<file path="src/sv/scrc_pkg.sv">
`timescale 1ns / 1ps
// ----------------------------------------------------------------------------
// scrc_pkg
// Shared constants, codes and types for the reply frame checker.
// ----------------------------------------------------------------------------
package scrc_pkg;

    // frame limits
    localparam int MAX_FRAME   = 32;
    localparam int IDX_W       = $clog2(MAX_FRAME + 1);
    localparam int INFO_LENGTH = 18;
    localparam int CAPT_NUM    = 5;

    // delimiters
    localparam logic [7:0] START_MARK = 8'h55;
    localparam logic [7:0] END_MARK   = 8'h0d;

    // result status codes
    localparam logic [2:0] ST_OK       = 3'd0;
    localparam logic [2:0] ST_DELIM    = 3'd1;
    localparam logic [2:0] ST_CHECKSUM = 3'd2;
    localparam logic [2:0] ST_LENGTH   = 3'd3;
    localparam logic [2:0] ST_COMMAND  = 3'd4;
    localparam logic [2:0] ST_OVERLONG = 3'd5;

    // expected reply codes
    localparam logic [1:0] REPLY_AUTO_OFF = 2'd0;
    localparam logic [1:0] REPLY_AUTO_ON  = 2'd1;
    localparam logic [1:0] REPLY_GET_INFO = 2'd2;
    localparam logic [1:0] REPLY_UNKNOWN  = 2'd3;

    // configuration port
    localparam int         ADDR_W             = 3;
    localparam int         DATA_W             = 32;
    localparam logic [0:0] REG_EXPECTED_REPLY = 1'b0;

    typedef logic [IDX_W-1:0] idx_t;

    // byte offsets of temperature, humidity, pm2.5, fault and running
    localparam idx_t CAPT_OFFSET [CAPT_NUM] = '{
        idx_t'(7), idx_t'(9), idx_t'(11), idx_t'(14), idx_t'(15)
    };

    typedef struct packed {
        logic [7:0] rx_byte;
        logic       last_byte;
    } item_t;

    typedef struct packed {
        logic [2:0] status;
        logic       info_valid;
        logic [7:0] temperature;
        logic [7:0] humidity;
        logic [7:0] pm_level;
        logic [7:0] fault;
        logic [7:0] running;
        logic [5:0] frame_length;
    } result_t;

endpackage

</file>
<file path="src/sv/sum_check_reply_frame_checker_unit.sv">
`timescale 1ns / 1ps
// ----------------------------------------------------------------------------
// sum_check_reply_frame_checker_unit
// Reply frame checker: delimiters, two's-complement sum checksum, length,
// reply command, and capture of the get-info sensor fields.
// ----------------------------------------------------------------------------
// Usage
//   Frame bytes enter one item per cycle on item_valid / item_stall, with
//   last_byte set on the final byte. Only the final byte gives a result item
//   on result_valid / result_stall: status, frame length and, for a good
//   get-info reply, the five captured sensor bytes.
//   Users set the expected reply command over the APB port (address 0) only
//   while the block is idle, which it does not enforce; reset gives get info.
//   A last byte in the input register moves into the result register once
//   that register is free (not holding a stalled result), and result_valid
//   rises with it. Bytes are taken one item per cycle while no result is
//   stalled.
//   A stalled result holds every byte: an empty input register takes one
//   more byte, then item_stall follows result_stall in the same cycle.
//   Reset clears the frame state and the valid flags of both registers; no
//   item is lost or repeated once reset is released.
// ----------------------------------------------------------------------------
module sum_check_reply_frame_checker_unit (
    input  logic                        clk,
    input  logic                        rst_n,
    // configuration
    input  logic                        psel,
    input  logic                        penable,
    input  logic                        pwrite,
    input  logic [scrc_pkg::ADDR_W-1:0] paddr,
    input  logic [scrc_pkg::DATA_W-1:0] pwdata,
    output logic [scrc_pkg::DATA_W-1:0] prdata,
    output logic                        pready,
    // byte items
    input  logic                        item_valid,
    output logic                        item_stall,
    input  logic [7:0]                  rx_byte,
    input  logic                        last_byte,
    // result items
    output logic                        result_valid,
    input  logic                        result_stall,
    output logic [2:0]                  status,
    output logic                        info_valid,
    output logic [7:0]                  temperature,
    output logic [7:0]                  humidity,
    output logic [7:0]                  pm_level,
    output logic [7:0]                  fault,
    output logic [7:0]                  running,
    output logic [5:0]                  frame_length
);

    logic              [1:0] expected_reply;
    logic                    take;
    logic                    held_valid;
    scrc_pkg::item_t         held_item;
    scrc_pkg::result_t       result;

    // register bank
    scrc_cfg_regs u_cfg (
        .clk            (clk),
        .rst_n          (rst_n),
        .psel           (psel),
        .penable        (penable),
        .pwrite         (pwrite),
        .paddr          (paddr),
        .pwdata         (pwdata),
        .prdata         (prdata),
        .pready         (pready),
        .expected_reply (expected_reply)
    );

    // input register
    scrc_in_stage u_in (
        .clk        (clk),
        .rst_n      (rst_n),
        .item_valid (item_valid),
        .item_stall (item_stall),
        .rx_byte    (rx_byte),
        .last_byte  (last_byte),
        .take       (take),
        .held_valid (held_valid),
        .held_item  (held_item)
    );

    // checks and result register
    scrc_frame_check u_check (
        .clk            (clk),
        .rst_n          (rst_n),
        .expected_reply (expected_reply),
        .held_valid     (held_valid),
        .held_item      (held_item),
        .take           (take),
        .result_valid   (result_valid),
        .result_stall   (result_stall),
        .result         (result)
    );

    // result fields
    assign status       = result.status;
    assign info_valid   = result.info_valid;
    assign temperature  = result.temperature;
    assign humidity     = result.humidity;
    assign pm_level     = result.pm_level;
    assign fault        = result.fault;
    assign running      = result.running;
    assign frame_length = result.frame_length;

endmodule

</file>
<file path="src/sv/scrc_cfg_regs.sv">
`timescale 1ns / 1ps
// ----------------------------------------------------------------------------
// scrc_cfg_regs
// APB register bank holding the expected reply command.
// ----------------------------------------------------------------------------
module scrc_cfg_regs (
    input  logic                        clk,
    input  logic                        rst_n,
    input  logic                        psel,
    input  logic                        penable,
    input  logic                        pwrite,
    input  logic [scrc_pkg::ADDR_W-1:0] paddr,
    input  logic [scrc_pkg::DATA_W-1:0] pwdata,
    output logic [scrc_pkg::DATA_W-1:0] prdata,
    output logic                        pready,
    output logic [1:0]                  expected_reply
);

    logic [1:0] expected_reply_reg;
    logic [1:0] expected_reply_next;
    logic       reg_hit;
    logic       wr_en;

    // word index decode
    assign reg_hit = (paddr[scrc_pkg::ADDR_W-1:2] == scrc_pkg::REG_EXPECTED_REPLY);
    assign wr_en   = psel && penable && pwrite && reg_hit;

    always_comb
    begin
        expected_reply_next = expected_reply_reg;
        if (wr_en)
        begin
            expected_reply_next = pwdata[1:0];
        end
    end

    always_ff @(posedge clk or negedge rst_n)
    begin
        if (!rst_n)
        begin
            expected_reply_reg <= scrc_pkg::REPLY_GET_INFO;
        end
        else
        begin
            expected_reply_reg <= expected_reply_next;
        end
    end

    // read back, zero outside the register list
    always_comb
    begin
        prdata = '0;
        if (reg_hit)
        begin
            prdata = {{(scrc_pkg::DATA_W - 2){1'b0}}, expected_reply_reg};
        end
    end

    assign pready         = 1'b1;
    assign expected_reply = expected_reply_reg;

endmodule

</file>
<file path="src/sv/scrc_in_stage.sv">
`timescale 1ns / 1ps
// ----------------------------------------------------------------------------
// scrc_in_stage
// Input register for received bytes; holds an item while the checker waits.
// ----------------------------------------------------------------------------
module scrc_in_stage (
    input  logic                clk,
    input  logic                rst_n,
    input  logic                item_valid,
    output logic                item_stall,
    input  logic [7:0]          rx_byte,
    input  logic                last_byte,
    input  logic                take,
    output logic                held_valid,
    output scrc_pkg::item_t     held_item
);

    logic            valid_reg;
    logic            valid_next;
    scrc_pkg::item_t item_reg;
    logic            load;

    // stage refills whenever it is empty or its item moves on
    assign load       = !valid_reg || take;
    assign item_stall = !load;

    always_comb
    begin
        valid_next = valid_reg;
        if (load)
        begin
            valid_next = item_valid;
        end
    end

    always_ff @(posedge clk or negedge rst_n)
    begin
        if (!rst_n)
        begin
            valid_reg <= 1'b0;
        end
        else
        begin
            valid_reg <= valid_next;
        end
    end

    // payload capture
    always_ff @(posedge clk)
    begin
        if (load && item_valid)
        begin
            item_reg.rx_byte   <= rx_byte;
            item_reg.last_byte <= last_byte;
        end
    end

    assign held_valid = valid_reg;
    assign held_item  = item_reg;

endmodule

</file>
<file path="src/sv/scrc_frame_check.sv">
`timescale 1ns / 1ps
// ----------------------------------------------------------------------------
// scrc_frame_check
// Frame state, running checksum, field capture and the result register.
// ----------------------------------------------------------------------------
module scrc_frame_check (
    input  logic                clk,
    input  logic                rst_n,
    input  logic [1:0]          expected_reply,
    input  logic                held_valid,
    input  scrc_pkg::item_t     held_item,
    output logic                take,
    output logic                result_valid,
    input  logic                result_stall,
    output scrc_pkg::result_t   result
);

    // frame state
    scrc_pkg::idx_t     idx_reg,   idx_next;
    logic [7:0]         sum_reg,   sum_next;
    logic [7:0]         start_reg, start_next;
    logic [7:0]         prev_reg,  prev_next;
    logic               ovl_reg,   ovl_next;
    logic [7:0]         capt_reg  [scrc_pkg::CAPT_NUM];
    logic [7:0]         capt_next [scrc_pkg::CAPT_NUM];

    // result register
    logic               result_valid_reg, result_valid_next;
    scrc_pkg::result_t  result_reg;
    scrc_pkg::result_t  result_calc;

    logic                     step;
    logic                     drop;
    logic                     ovl;
    logic [scrc_pkg::IDX_W:0] n;
    logic [2:0]               status;
    logic                     info_ok;
    logic [7:0]               sum_neg;

    // the item moves on when the result register is free
    assign take = !result_valid_reg || !result_stall;
    assign step = held_valid && take;

    assign drop    = (idx_reg >= scrc_pkg::IDX_W'(scrc_pkg::MAX_FRAME));
    assign ovl     = ovl_reg || drop;
    assign n       = {1'b0, idx_reg} + 1'b1;
    assign sum_neg = 8'(8'd0 - sum_reg);

    // checks in priority order
    always_comb
    begin
        info_ok = 1'b0;
        if (ovl)
        begin
            status = scrc_pkg::ST_OVERLONG;
        end
        else if (n < 3)
        begin
            status = scrc_pkg::ST_LENGTH;
        end
        else if ((start_reg != scrc_pkg::START_MARK) ||
                 (held_item.rx_byte != scrc_pkg::END_MARK))
        begin
            status = scrc_pkg::ST_DELIM;
        end
        else if (sum_neg != prev_reg)
        begin
            status = scrc_pkg::ST_CHECKSUM;
        end
        else
        begin
            case (expected_reply)
                scrc_pkg::REPLY_AUTO_OFF,
                scrc_pkg::REPLY_AUTO_ON:
                begin
                    status = scrc_pkg::ST_OK;
                end
                scrc_pkg::REPLY_GET_INFO:
                begin
                    if (n != (scrc_pkg::IDX_W + 1)'(scrc_pkg::INFO_LENGTH))
                    begin
                        status = scrc_pkg::ST_LENGTH;
                    end
                    else
                    begin
                        status  = scrc_pkg::ST_OK;
                        info_ok = 1'b1;
                    end
                end
                default:
                begin
                    status = scrc_pkg::ST_COMMAND;
                end
            endcase
        end
    end

    // result fields; sensor bytes zeroed unless a good get-info reply
    always_comb
    begin
        result_calc.status       = status;
        result_calc.info_valid   = info_ok;
        result_calc.temperature  = info_ok ? capt_reg[0] : 8'd0;
        result_calc.humidity     = info_ok ? capt_reg[1] : 8'd0;
        result_calc.pm_level     = info_ok ? capt_reg[2] : 8'd0;
        result_calc.fault        = info_ok ? capt_reg[3] : 8'd0;
        result_calc.running      = info_ok ? capt_reg[4] : 8'd0;
        result_calc.frame_length = ovl ? 6'(scrc_pkg::MAX_FRAME) : 6'(n);
    end

    // frame state update
    always_comb
    begin
        idx_next   = idx_reg;
        sum_next   = sum_reg;
        start_next = start_reg;
        prev_next  = prev_reg;
        ovl_next   = ovl_reg;
        for (int k = 0; k < scrc_pkg::CAPT_NUM; k++)
        begin
            capt_next[k] = capt_reg[k];
        end
        if (step)
        begin
            if (held_item.last_byte)
            begin
                idx_next   = '0;
                sum_next   = '0;
                start_next = '0;
                prev_next  = '0;
                ovl_next   = 1'b0;
                for (int k = 0; k < scrc_pkg::CAPT_NUM; k++)
                begin
                    capt_next[k] = '0;
                end
            end
            else if (drop)
            begin
                ovl_next = 1'b1;
            end
            else
            begin
                if (idx_reg == '0)
                begin
                    start_next = held_item.rx_byte;
                end
                if (idx_reg >= scrc_pkg::IDX_W'(2))
                begin
                    sum_next = sum_reg + prev_reg;
                end
                for (int k = 0; k < scrc_pkg::CAPT_NUM; k++)
                begin
                    if (scrc_pkg::CAPT_OFFSET[k] == idx_reg)
                    begin
                        capt_next[k] = held_item.rx_byte;
                    end
                end
                prev_next = held_item.rx_byte;
                idx_next  = idx_reg + 1'b1;
            end
        end
    end

    // result handshake
    always_comb
    begin
        result_valid_next = result_valid_reg;
        if (take)
        begin
            result_valid_next = step && held_item.last_byte;
        end
    end

    always_ff @(posedge clk or negedge rst_n)
    begin
        if (!rst_n)
        begin
            idx_reg          <= '0;
            sum_reg          <= '0;
            start_reg        <= '0;
            prev_reg         <= '0;
            ovl_reg          <= 1'b0;
            result_valid_reg <= 1'b0;
            for (int k = 0; k < scrc_pkg::CAPT_NUM; k++)
            begin
                capt_reg[k] <= '0;
            end
        end
        else
        begin
            idx_reg          <= idx_next;
            sum_reg          <= sum_next;
            start_reg        <= start_next;
            prev_reg         <= prev_next;
            ovl_reg          <= ovl_next;
            result_valid_reg <= result_valid_next;
            for (int k = 0; k < scrc_pkg::CAPT_NUM; k++)
            begin
                capt_reg[k] <= capt_next[k];
            end
        end
    end

    // result payload
    always_ff @(posedge clk)
    begin
        if (step && held_item.last_byte)
        begin
            result_reg <= result_calc;
        end
    end

    assign result_valid = result_valid_reg;
    assign result       = result_reg;

endmodule
</file>
<file path="config.mk">
export PLATFORM = sky130hd
export DESIGN_NAME = sum_check_reply_frame_checker_unit
export DESIGN_NICKNAME = d
export VERILOG_FILES = /design/src/sv/scrc_pkg.sv /design/src/sv/sum_check_reply_frame_checker_unit.sv /design/src/sv/scrc_cfg_regs.sv /design/src/sv/scrc_in_stage.sv /design/src/sv/scrc_frame_check.sv
export SDC_FILE = /design/constraint.sdc
export NUM_CORES = 1
export LEC_CHECK = 0
export BUFFER_PORTS_ARGS = -buffer_cell sky130_fd_sc_hd__buf_2
export CAP_MARGIN = 30
export CORE_MARGIN = 2
export CORE_UTILIZATION = 51
export CTS_BUF_LIST = sky130_fd_sc_hd__clkbuf_8
export CTS_CLUSTER_SIZE = 8
export DETAILED_ROUTE_END_ITERATION = 8
export MAX_ROUTING_LAYER = met4
export PLACE_DENSITY = 0.8
export SLEW_MARGIN = 20
export SYNTH_ARGS = -nofsm -noshare
export SYNTH_HDL_FRONTEND = slang
export SYNTH_SLANG_ARGS = --single-unit
</file>
<file path="constraint.sdc">
create_clock -name clk -period 2.5 [get_ports clk]
set_input_delay 0.25 -clock clk [delete_from_list [all_inputs] [get_ports clk]]
set_output_delay 0.25 -clock clk [all_outputs]
set_load 0.005 [all_outputs]
</file>
* After elaboration in Yosys (flattened, before gate mapping)
Index checks and enable logic that the tools add are counted.
Cells by class: mux-type cells 31, add/sub/neg operators 4, equality and inequality tests 12, magnitude comparators 3, reductions and logical operators 35, bitwise gates (word level) 1
Operators with widths (number):
- $mux 8 | 13
- $mux 40 | 2
- $eq 4x6->1 const A | 4
- $reduce_and 3->1 | 7
- $reduce_bool 2->1 | 8
- $mux 6 | 2
- $mux 3 | 3
- $add 8x8->8 | 1
- $mux 1 | 8
- $ne 8x4->1 const B | 1
- $ne 8x7->1 const B | 1
- $ne 8x8->1 | 1
- $sub 1x8->8 const A | 1
- $add 6x1->7 const B | 1
- $lt 7x2->1 const B | 1
- $ne 7x5->1 const B | 1
- $add 6x1->6 const B | 1
- $eq 3x6->1 const A | 1
- $ge 6x2->1 const B | 1
- $ge 6x6->1 const B | 1
- $logic_and 1x1->1 | 6
- $logic_not 6->1 | 1
- $pmux 3 s2 | 1
- $logic_not 1->1 | 4
- other kinds (10) | 15
Word-level totals: flip-flop bits (word level) 134, output and inout port bits 85

* Longest topological paths before layout
Gate-level depths: netlist of run 1.
word-level depth 8, depth in mapped cells 9, depth with buffers taken out 8

* Cells and area by module
Synthesis of run 1 repeated with hierarchy kept, for this count alone.
Unflattened totals: cell total of the unflattened synthesis 565, area total of the unflattened synthesis 6814.0 um2
Modules (own cells, without submodules):
- scrc_frame_check | cells each 511, area an instance 6123.4 um2, times used 1
- scrc_cfg_regs | cells each 40, area an instance 362.8 um2, times used 1
- scrc_in_stage | cells each 14, area an instance 327.8 um2, times used 1

* Least setup slack after synthesis of run 1
Ideal clock, no wire load.
path kind register to register, from reg u_check.result_valid_reg, in the netlist u_check.result_valid, to reg u_check.sum_reg[2], library setup time 0.121 ns, setup slack -0.238 ns, cell stages (with the launch flop) 6, arrival time 2.617 ns, buffers on the path 0, path through dfrtp_1 a21boi_1 nand2_1 inv_1 nor2_1 a22o_2
On the way: word-level cells in the longest chain between the ends 4
Ends and longest elaborated chain:
- start, declared | line scrc_frame_check.sv:28 | logic result_valid_reg, result_valid_next;
- start signal, assigned | line scrc_frame_check.sv:196 | result_valid_reg <= result_valid_next;
- $logic_not 1->1 | line scrc_frame_check.sv:41 | assign take = !result_valid_reg || !result_stall;
- $logic_or 1x1->1 | line scrc_frame_check.sv:41
- $logic_and 1x1->1 | line scrc_frame_check.sv:42 | assign step = held_valid && take;
- $reduce_and 3->1 (no line)
- end signal, assigned | line scrc_frame_check.sv:192 | sum_reg <= sum_next;
- end, declared | line scrc_frame_check.sv:20 | logic [7:0] sum_reg, sum_next;
No other way between the ends. A chain may end at the register's enable or synchronous reset.

* Worst setup path after layout of run 1
from reg u_check.sum_reg[4], to reg u_check.result_reg (netlist bit u_check.result[48]), data pin
On the way: word-level cells in the longest chain between the ends 5
Ends and longest elaborated chain:
- $sub 1x8->8 | line scrc_frame_check.sv:47 | assign sum_neg = 8'(8'd0 - sum_reg);
- $ne 8x8->1 | line scrc_frame_check.sv:66 | else if (sum_neg != prev_reg)
- $mux 3 | line scrc_frame_check.sv:66
- $mux 3 | line scrc_frame_check.sv:61 | else if ((start_reg != scrc_pkg::START_MARK) ||
- $mux 3 | line scrc_frame_check.sv:57 | else if (n < 3)
- end signal, assigned | line scrc_frame_check.sv:209 | result_reg <= result_calc;
- end, declared | line scrc_frame_check.sv:29 | scrc_pkg::result_t result_reg;
No other way between the ends.

==> results.toml, run 1 <==
[finish]
register_area_mm2 = 0.00365
fill_cells = 894
drive_gt1_share_pct = 25.3
multiInputGateArea_mm2 = 0.00219
nets = 696
diodes = 0
syn_to_final_growth_pct = 17.9
final_common_cell = "dfrtp_1"
fin_cells = 788
layout_common_cells = "dfrtp_1, buf_2, o21ai_0, edfxtp_1, nand3_1"
largest_register_ffs = 50

[sta]
fin_crit_sh_pct = 99.7
fin_skew_ns = 0.0173
timing.fmax_mhz = 401
period_minus_slack_ns = 2.49
setup_viol_count_final = 0
hold_ws_ns = 0.0213
tns_ns = 0
slew_headroom_pct = 58.0
worst_slew_pin_slew_ns = 0.627
rsz0062_at_grt = "true"
finalWorstSetupSlack_ns = 0.00859
maxSlewViolCount = 0
hold_viol_final = 0

[worst_setup_path]
cp-start-kind = "flip-flop"
critical_path_class = "flip-flop to flip-flop"
required_ns = 2.70
cp_max_fo = 4
arrival_ns = 2.69
worstSetupEndpointType = "flip-flop"

[clock_network]
path_clk_slew_ns = 0.07
worstSkewPairLatency_ns = 0.45
cts_sinks = 134
clockRootBuffer = "clkbuf_8"
cts_buffers = 17
cts_tree = "yes"
htreeDepth = 4
clock_path_buffers = 2

[synth]
yosysUniqueCellTypes = 54
ys.flop_type = "dfrtp_1"
ys_ff_latch = 134
netlist.area_leader.share_pct = 30.5
ys_warn_count = 0
yosysTopAreaCell = "dfrtp_1"
synthTopCellsByArea = "dfrtp_1, edfxtp_1, o21ai_0"
synth_edf_count = 59
synth.cell_area_mm2 = 0.00608
synthArstFlopShare_pct = 56.0
syn_area_per_cell_um2 = 11.5
synth_seq_area_share_pct = 60.0
synthCells = 528

[pwr]
pwr_density_cell_mw_per_mm2 = 720
power_frac_seq_pct = 49.0
power.total_mw = 5.16
p_sw_mw = 1.44
power.leakage_nw = 3.20
switching_share_pct = 27.9
p_int_mw = 3.72
clock_power_share_pct = 33.8
vdd_ir_drop_max_mv = 0.360
pwr-share-comb_pct = 17.3

[place]
dp_hpwl_mm = 8.37
dp_cells = 746
place.gp.congestion = 0.859
place_ws_ns = 0.0108
io_buffers = 72

[route]
wirelength_mm = 12.2
vias = 4241
drcViolationCount = 12
first_pass_iters = 6
wl_per_cell_um = 15.5
ant_nets = 0
drt_iter0_drc = 373
vias_per_cell = 5.38

[die]
initial_core_util_pct = 52.8
dieArea_mm2 = 0.0128
num_io_pins = 136
die_h_um = 113
placementRows = 39
coreArea_mm2 = 0.0115
fp.dieW_um = 113

[global_routing]
overflow = 0
first_global_vias = 4212
antenna_found_initial = 0
grtUsageTotal_pct = 20.9
grt_max_degree = 51
grt_pass1_wl_mm = 20.1

[outcome]
status = "finished, violations left"
violations = "DRC"

[min_path]
worstHoldPathType = "input pin to flip-flop"

[run]
cap_violations = 0
[repair_timing]
action | CTS | global route
resized for setup | 1 | 3
endpoints found under the hold margin | 33 | 0
buffers inserted | 0 | 0
hold buffers | 10 | 0
pin swaps | 0 | 2
setup endpoints to repair | 7 | 41
[critical path: stages (launching register included)]
cell	delay, ns
dfrtp_1	0.38
or4_4	0.58
or3_4	0.37
o221ai_4	0.20
a21oi_4	0.10
buf_4	0.15
a211o_2	0.29
a22o_1	0.18
[cells by family after synthesis]
kind of cell | after synthesis | synth area share, %
adder cells (fa/ha/maj) | 13 | 2.80
AND/OR/NAND/NOR | 188 | 17.4
multiplexers | 2 | 0.370
XOR/XNOR | 18 | 2.59
buffers and inverters | 65 | 6.11
other | 2 | 0.124
AO/OA/AOI/OAI | 106 | 10.6
flip-flops | 134 | 60.0
[synthesized netlist by cell type (6+ instances only)]
cell type / n
inv_1: 10
o21ai_0: 63
a21oi_1: 10
nand3_1: 58
and2_2: 15
edfxtp_1: 59
a22o_1: 7
buf_4: 33
xnor2_1: 7
nor2_1: 17
nand2_1: 26
clkbuf_1: 19
nand2b_1: 11
nor2b_1: 6
xor2_1: 11
dfrtp_1: 74
and2_1: 30
ha_1: 12
[power groups by stage]
stage	Combinational, mW	Sequential (mW)	Clock [mW]
finish	0.891	2.53	1.74
global route	0.979	2.54	1.88
CTS	0.863	2.52	1.77
detailed placement	0.834	2.57	0
global placement	0.798	2.56	0
floorplan	0.536	2.57	0
[cell type report]
cell class                 instances  share of cell area [%]
sequential                       134                    50.9
timing repair buffer             111                    9.99
tap                              143                    2.50
clock buffer                      17                    3.26
clock inverter                    15                    2.15
inverter                          10                   0.576
multi-input combinational        358                    30.6
[stage by stage]
stage / cell area [um2] / utilization, %
detailed placement: 6650 / 57.8
global route: 7170 / 62.2
floorplan: 6190 / -
CTS: 7150 / 62.1
finish: 7170 / 62.2
global placement: 6650 / 57.8
[worst paths after layout]
kind	from	cells past startpoint	endpoint	slack, ns
max	u_check.sum_reg[4]	7	u_check.result[48]	0.009
min	item_valid	2	u_in.held_valid	0.02
max reg2reg	u_check.sum_reg[4]	7	u_check.result[48]	0.009
min reg2reg	u_check.capt_reg[24]	2	u_check.capt_reg[24]	0.50
max in group asynchronous	rst_n	3	u_check.prev_reg[2]	1.45
min in group asynchronous	rst_n	2	u_check.start_reg[1]	0.36
[per-layer routing]
layer | share of wire (%) | track usage, %
met5 | 0 | -
met1 | 41 | 25.1
met4 | 1.9 | 8.05
met2 | 51 | 34.3
met3 | 5.8 | 5.14
No activity file was read; power rests on OpenSTA's default activity.
==> run 2: changes to the inputs <==
Settings changed: ABC_AREA from default to 1, SETUP_SLACK_MARGIN from default to 0.3.
==> results.toml, run 2 <==
[die]
num_io_pins = 136
initial_core_util_pct = 51.9
dieArea_mm2 = 0.0131
placementRows = 40
die_h_um = 114
coreArea_mm2 = 0.0120
fp.dieW_um = 114

[pwr]
power.leakage_nw = 3.34
power.total_mw = 5.94
pwr-share-comb_pct = 25.1
power_frac_seq_pct = 46.3
clock_power_share_pct = 28.6
vdd_ir_drop_max_mv = 0.327
p_int_mw = 4.00
p_sw_mw = 1.94
pwr_density_cell_mw_per_mm2 = 826
switching_share_pct = 32.6

[synth]
yosysTopAreaCell = "dfrtp_1"
synthTopCellsByArea = "dfrtp_1, edfxtp_1, nand2_1"
syn_area_per_cell_um2 = 9.80
ys_warn_count = 0
ys.flop_type = "dfrtp_1"
yosysUniqueCellTypes = 33
synthCells = 633
synth.cell_area_mm2 = 0.00620
ys_ff_latch = 134
netlist.area_leader.share_pct = 29.9
synth_edf_count = 59
synth_common_cells = "nand2_1, inv_1, dfrtp_1, edfxtp_1, o21ai_0"
synth.most_common_cell = "nand2_1"
synth_seq_area_share_pct = 58.8
synthArstFlopShare_pct = 56.0

[finish]
fin_area_mm2 = 0.00719
syn_to_final_growth_pct = 15.9
nets = 796
diodes = 0
register_area_mm2 = 0.00365
drive_gt1_share_pct = 23.1
fin_cells = 892
fill_cells = 964
largest_register_ffs = 50
final_common_cell = "nand2_1"
multiInputGateArea_mm2 = 0.00201
layout_common_cells = "nand2_1, inv_1, buf_2, dfrtp_1, edfxtp_1"

[worst_setup_path]
required_ns = 2.81
cp_slowest_stage_delay_ns = 0.42
cp-start-kind = "flip-flop"
crit_family = "simple AND/OR/NAND/NOR gates"
critPathBufInv = 1
reg2reg_depth = 10
rr_startpoint = "u_check.idx_reg[1]"
ff2ff_setup_slack_ns = 0.44
r2r-end = "u_check.result[13]"
crit_chain = "ha_2 -> nand3_1 -> nand2_1 -> nand2_1 -> nor2_1 -> nand3_1 -> nor2_2 -> nand4_4 -> clkbuf_16 -> nor2_2"
slowest_stage = "dfrtp_2"
arrival_ns = 2.37
crit_path_start = "u_check.idx_reg[1]"
cp_max_fo = 20
crit_end = "u_check.result[13]"
crit_cells = 10
critical_path_class = "flip-flop to flip-flop"
worstSetupEndpointType = "flip-flop"

[global_routing]
grt.met3_usage_pct = 5.35
busiest_layer = "met2"
grt_use_met2_pct = 31.6
grtUsageTotal_pct = 20.9
first_global_vias = 4332
met1_usage_pct = 27.7
antenna_found_initial = 0
grt_pass1_wl_mm = 20.4
overflow = 0
grt_max_degree = 42

[route]
vias_per_cell = 5.08
first_pass_iters = 5
vias = 4532
drt_iter0_drc = 474
wl_per_cell_um = 14.4
wirelength_mm = 12.8
ant_nets = 0
drcViolationCount = 0

[clock_network]
cts_tree = "yes"
htreeDepth = 4
path_clk_slew_ns = 0.08
clock_path_buffers = 2
clockRootBuffer = "clkbuf_8"
cts_buffers = 17
cts_sinks = 134
worstSkewPairLatency_ns = 0.44

[sta]
tns_ns = 0
fin_skew_ns = 0.00996
slew_headroom_pct = 52.3
rsz0062_at_grt = "true"
hold_ws_ns = 0.0337
maxSlewViolCount = 0
setup_viol_count_final = 0
fin_crit_sh_pct = 82.5
hold_viol_final = 0
worst_slew_pin_slew_ns = 0.713
period_minus_slack_ns = 2.06
timing.fmax_mhz = 485

[run]
cap_violations = 0

[place]
dp_cells = 846
place.gp.congestion = 0.855
place_area_mm2 = 0.00664
dp_hpwl_mm = 8.93
io_buffers = 72

[outcome]
status = "finished, final reports clean"

[min_path]
worstHoldPathType = "input pin to flip-flop"
min_from = "pwdata[1]"
[run 2: how the worst min path moves through the flow]
stage                                         end  slack (ns)  depth (start not counted)
after detailed placement       u_check.sum_reg[4]        0.27                          1
after CTS                 u_cfg.expected_reply[1]        0.01                          3
after global placement         u_check.sum_reg[4]        0.26                          1
after global routing         u_check.result_valid        0.05                          3
after floorplan           u_cfg.expected_reply[0]       -0.05                          0
final                     u_cfg.expected_reply[1]        0.03                          3
[run 2: final cells by class]
type,instances,share of cell area [%]
Sequential cell,134,50.8
Clock buffer,18,3.45
Clock inverter,14,1.69
Inverter,107,5.64
Multi-Input combinational cell,380,28.0
Timing Repair Buffer,92,7.90
Tap cell,147,2.56
[run 2: tightest hold or removal path, cell delays in order]
cell and delay (ns):
buf_2 0.09, nor2_1 0.09, a21oi_1 0.04
[run 2: power groups by stage]
stage / clock [mW] / sequential, mW / combinational [mW]
2_1_floorplan: 0 / 2.76 / 1.08
3_3_place_gp: 0 / 2.77 / 1.34
3_5_place_dp: 0 / 2.79 / 1.39
4_1_cts: 1.73 / 2.75 / 1.42
5_1_grt: 1.83 / 2.78 / 1.68
6_report: 1.70 / 2.75 / 1.49
[run 2: kinds of logic after synthesis]
family | count (synthesis) | share of synthesized area, %
buffers and inverters | 148 | 11.4
flip-flops | 134 | 58.8
XOR/XNOR | 4 | 0.565
other | 2 | 0.121
adder cells (fa/ha/maj) | 13 | 2.74
AO/OA/AOI/OAI | 87 | 8.31
AND/OR/NAND/NOR | 245 | 18.1
[run 2: timing repair]
| item | in CTS | in global routing |
|---|---|---|
| hold endpoints to repair | 31 | 0 |
| hold buffers | 11 | 0 |
| cloned | 0 | 1 |
| endpoints found under the setup margin | 41 | 42 |
| setup buffers | 0 | 2 |
| gates resized for setup | 2 | 8 |
| pin swaps | 0 | 0 |
[run 2: per-layer routing]
layer  wire length (um)  vias up  part of all wire [%]
met2               5950      185                    46
li1                   -     2182                     -
met3                766       25                   6.0
met5                  0        -                     0
met1               5890     2140                    46
met4                226        0                   1.8
[run 2: metrics by stage]
stage	utilization (%)	worst slack, ns
after floorplan	-	0.267
after global placement	55.5	0.340
after detailed placement	55.5	0.263
after CTS	59.5	0.325
after global routing	60.1	0.278
final	60.1	0.436
==> run 3: changes to the inputs <==
Clock period 2.5 ns to 1.8 ns, I/O delays scaled along.
==> results.toml, run 3 (synthesis gave the netlist of run 2 again) <==
[route]
drcViolationCount = 0
first_pass_iters = 8
drt_iter0_drc = 929
wl_per_cell_um = 24.3
ant_nets = 0
wirelength_mm = 24.1
vias = 6055
vias_per_cell = 6.11

[run]
cap_violations = 0

[finish]
nets = 895
register_area_mm2 = 0.00366
fin_cells = 991
drive_gt1_share_pct = 52.6
final_common_cell = "inv_1"
multiInputGateArea_mm2 = 0.00314
diodes = 0
fill_cells = 540
layout_common_cells = "inv_1, buf_2, dfrtp_1, edfxtp_1, nand2_1"
syn_to_final_growth_pct = 55.0
largest_register_ffs = 50

[sta]
slew_headroom_pct = 34.8
fin_skew_ns = 0.0219
setup_viol_count_final = 65
period_minus_slack_ns = 2.18
maxSlewViolCount = 0
finalWorstSetupSlack_ns = -0.378
rsz0062_at_grt = "true"
hold_viol_final = 0
timing.fmax_mhz = 459
worst_slew_pin_slew_ns = 0.974
fin_crit_sh_pct = 121

[outcome]
status = "finished, violations left"
violations = "setup timing"

[worst_setup_path]
slowest_stage = "dfrtp_1"
arrival_ns = 2.50
crit_family = "simple AND/OR/NAND/NOR gates"
worstSetupEndpointType = "flip-flop"
cp-start-kind = "flip-flop"
critical_path_class = "flip-flop to flip-flop"
cp_max_fo = 9
cp_slowest_stage_delay_ns = 0.43
required_ns = 2.12
crit_chain = "inv_2 -> buf_4 -> nand3_2 -> nor2_2 -> nand2_1 -> nand3_1 -> nand2_1 -> nor2_4 -> nand4_4 -> buf_12 -> clkbuf_16 -> nor2_2"
critPathBufInv = 4

[global_routing]
grt_pass1_wl_mm = 28.4
grt_max_degree = 53
antenna_found_initial = 0
first_global_vias = 5383
overflow = 0
grtUsageTotal_pct = 29.7

[clock_network]
worstSkewPairLatency_ns = 0.48
htreeDepth = 4
cts_sinks = 134
clock_path_buffers = 2
path_clk_slew_ns = 0.09
clockRootBuffer = "clkbuf_8"
cts_tree = "yes"
cts_buffers = 17

[die]
placementRows = 40
dieArea_mm2 = 0.0131
die_h_um = 114
fp.dieW_um = 114
initial_core_util_pct = 51.9
coreArea_mm2 = 0.0120
num_io_pins = 136

[pwr]
power.total_mw = 10.9
vdd_ir_drop_max_mv = 0.574
pwr_density_cell_mw_per_mm2 = 1130
power.leakage_nw = 4.35

[min_path]
worstHoldPathType = "input pin to flip-flop"

[place]
dp_hpwl_mm = 9.41
dp_cells = 886
place.gp.congestion = 0.974
io_buffers = 72
[run 3: cell types whose count changed in the layout (fill, tap and decap cells not counted), sizes merged]
cell and delta:
clkbuf +6, clkinv +1, bufinv +1, o21ai +2
clkinvlp +4, inv -4, buf +87, dlygate4sd3 +2
[run 3: worst min-delay path, stage by stage]
cell and delay (ns):
buf_2 0.09, nand4_1 0.14, a21oi_1 0.09
[run 3: power breakdown]
group | leakage [nW] | total, mW | switching [mW] | internal (mW)
Clock | 0.203 | 2.75 | 1.37 | 1.37
Sequential | 1.55 | 3.97 | 0.391 | 3.58
Combinational | 2.59 | 4.18 | 2.46 | 1.72
[run 3: metrics by stage]
stage	hold slack, ns	utilization (%)	TNS [ns]	worst slack [ns]	instance area [um2]
CTS	0.0176	71.3	-4.61	-0.153	8530
global placement	0.206	59.3	-2.36	-0.0680	7090
detailed placement	0.209	59.3	-3.77	-0.150	7090
finish	0.0238	80.4	-15.07	-0.378	9620
global route	0.0603	80.4	-19.93	-0.448	9620
floorplan	-0.116	-	-9.09	-0.433	6480
[run 3: timing repair]
item                                   4_1_cts  5_1_grt
gates cloned                                 7        9
pin swaps                                   31       39
endpoints found under the hold margin       87        0
buffers inserted                            28       16
gates resized for setup                    138      182
hold buffers                                13        0
setup endpoints to repair                  154      175
[run 3: path summary, 6_finish.rpt]
| kind | startpoint | to | slack, ns | cells after the start |
|---|---|---|---|---|
| worst max-delay path | u_check.sum_reg[0] | u_check.result[45] | -0.38 | 12 |
| worst min-delay path | pwrite | u_cfg.expected_reply[1] | 0.02 | 3 |
| worst max register to register | u_check.sum_reg[0] | u_check.result[45] | -0.38 | 12 |
| worst min register to register | u_cfg.expected_reply[1] | u_cfg.expected_reply[1] | 0.52 | 2 |
| max in group asynchronous | rst_n | u_check.idx_reg[0] | 1.19 | 3 |
| min in group asynchronous | rst_n | u_check.capt_reg[20] | 0.26 | 3 |
[run 3: final cells by class]
cell class	instances	area share (%)
timing repair buffer	188	18.5
clock buffer	17	2.43
clock inverter	15	1.83
sequential	134	38.0
multi-input combinational	382	32.7
timing repair inverter	1	0.0781
tap	147	1.91
inverter	107	4.54
[run 3: layer usage]
metal  vias up  share of wire [%]  GRT usage [%]
met5         -                  0              -
met4         0                8.8           16.9
met2       550                 47           48.3
li1       2400                  -              -
met3       220                9.4           5.61
met1      2885                 34           34.9
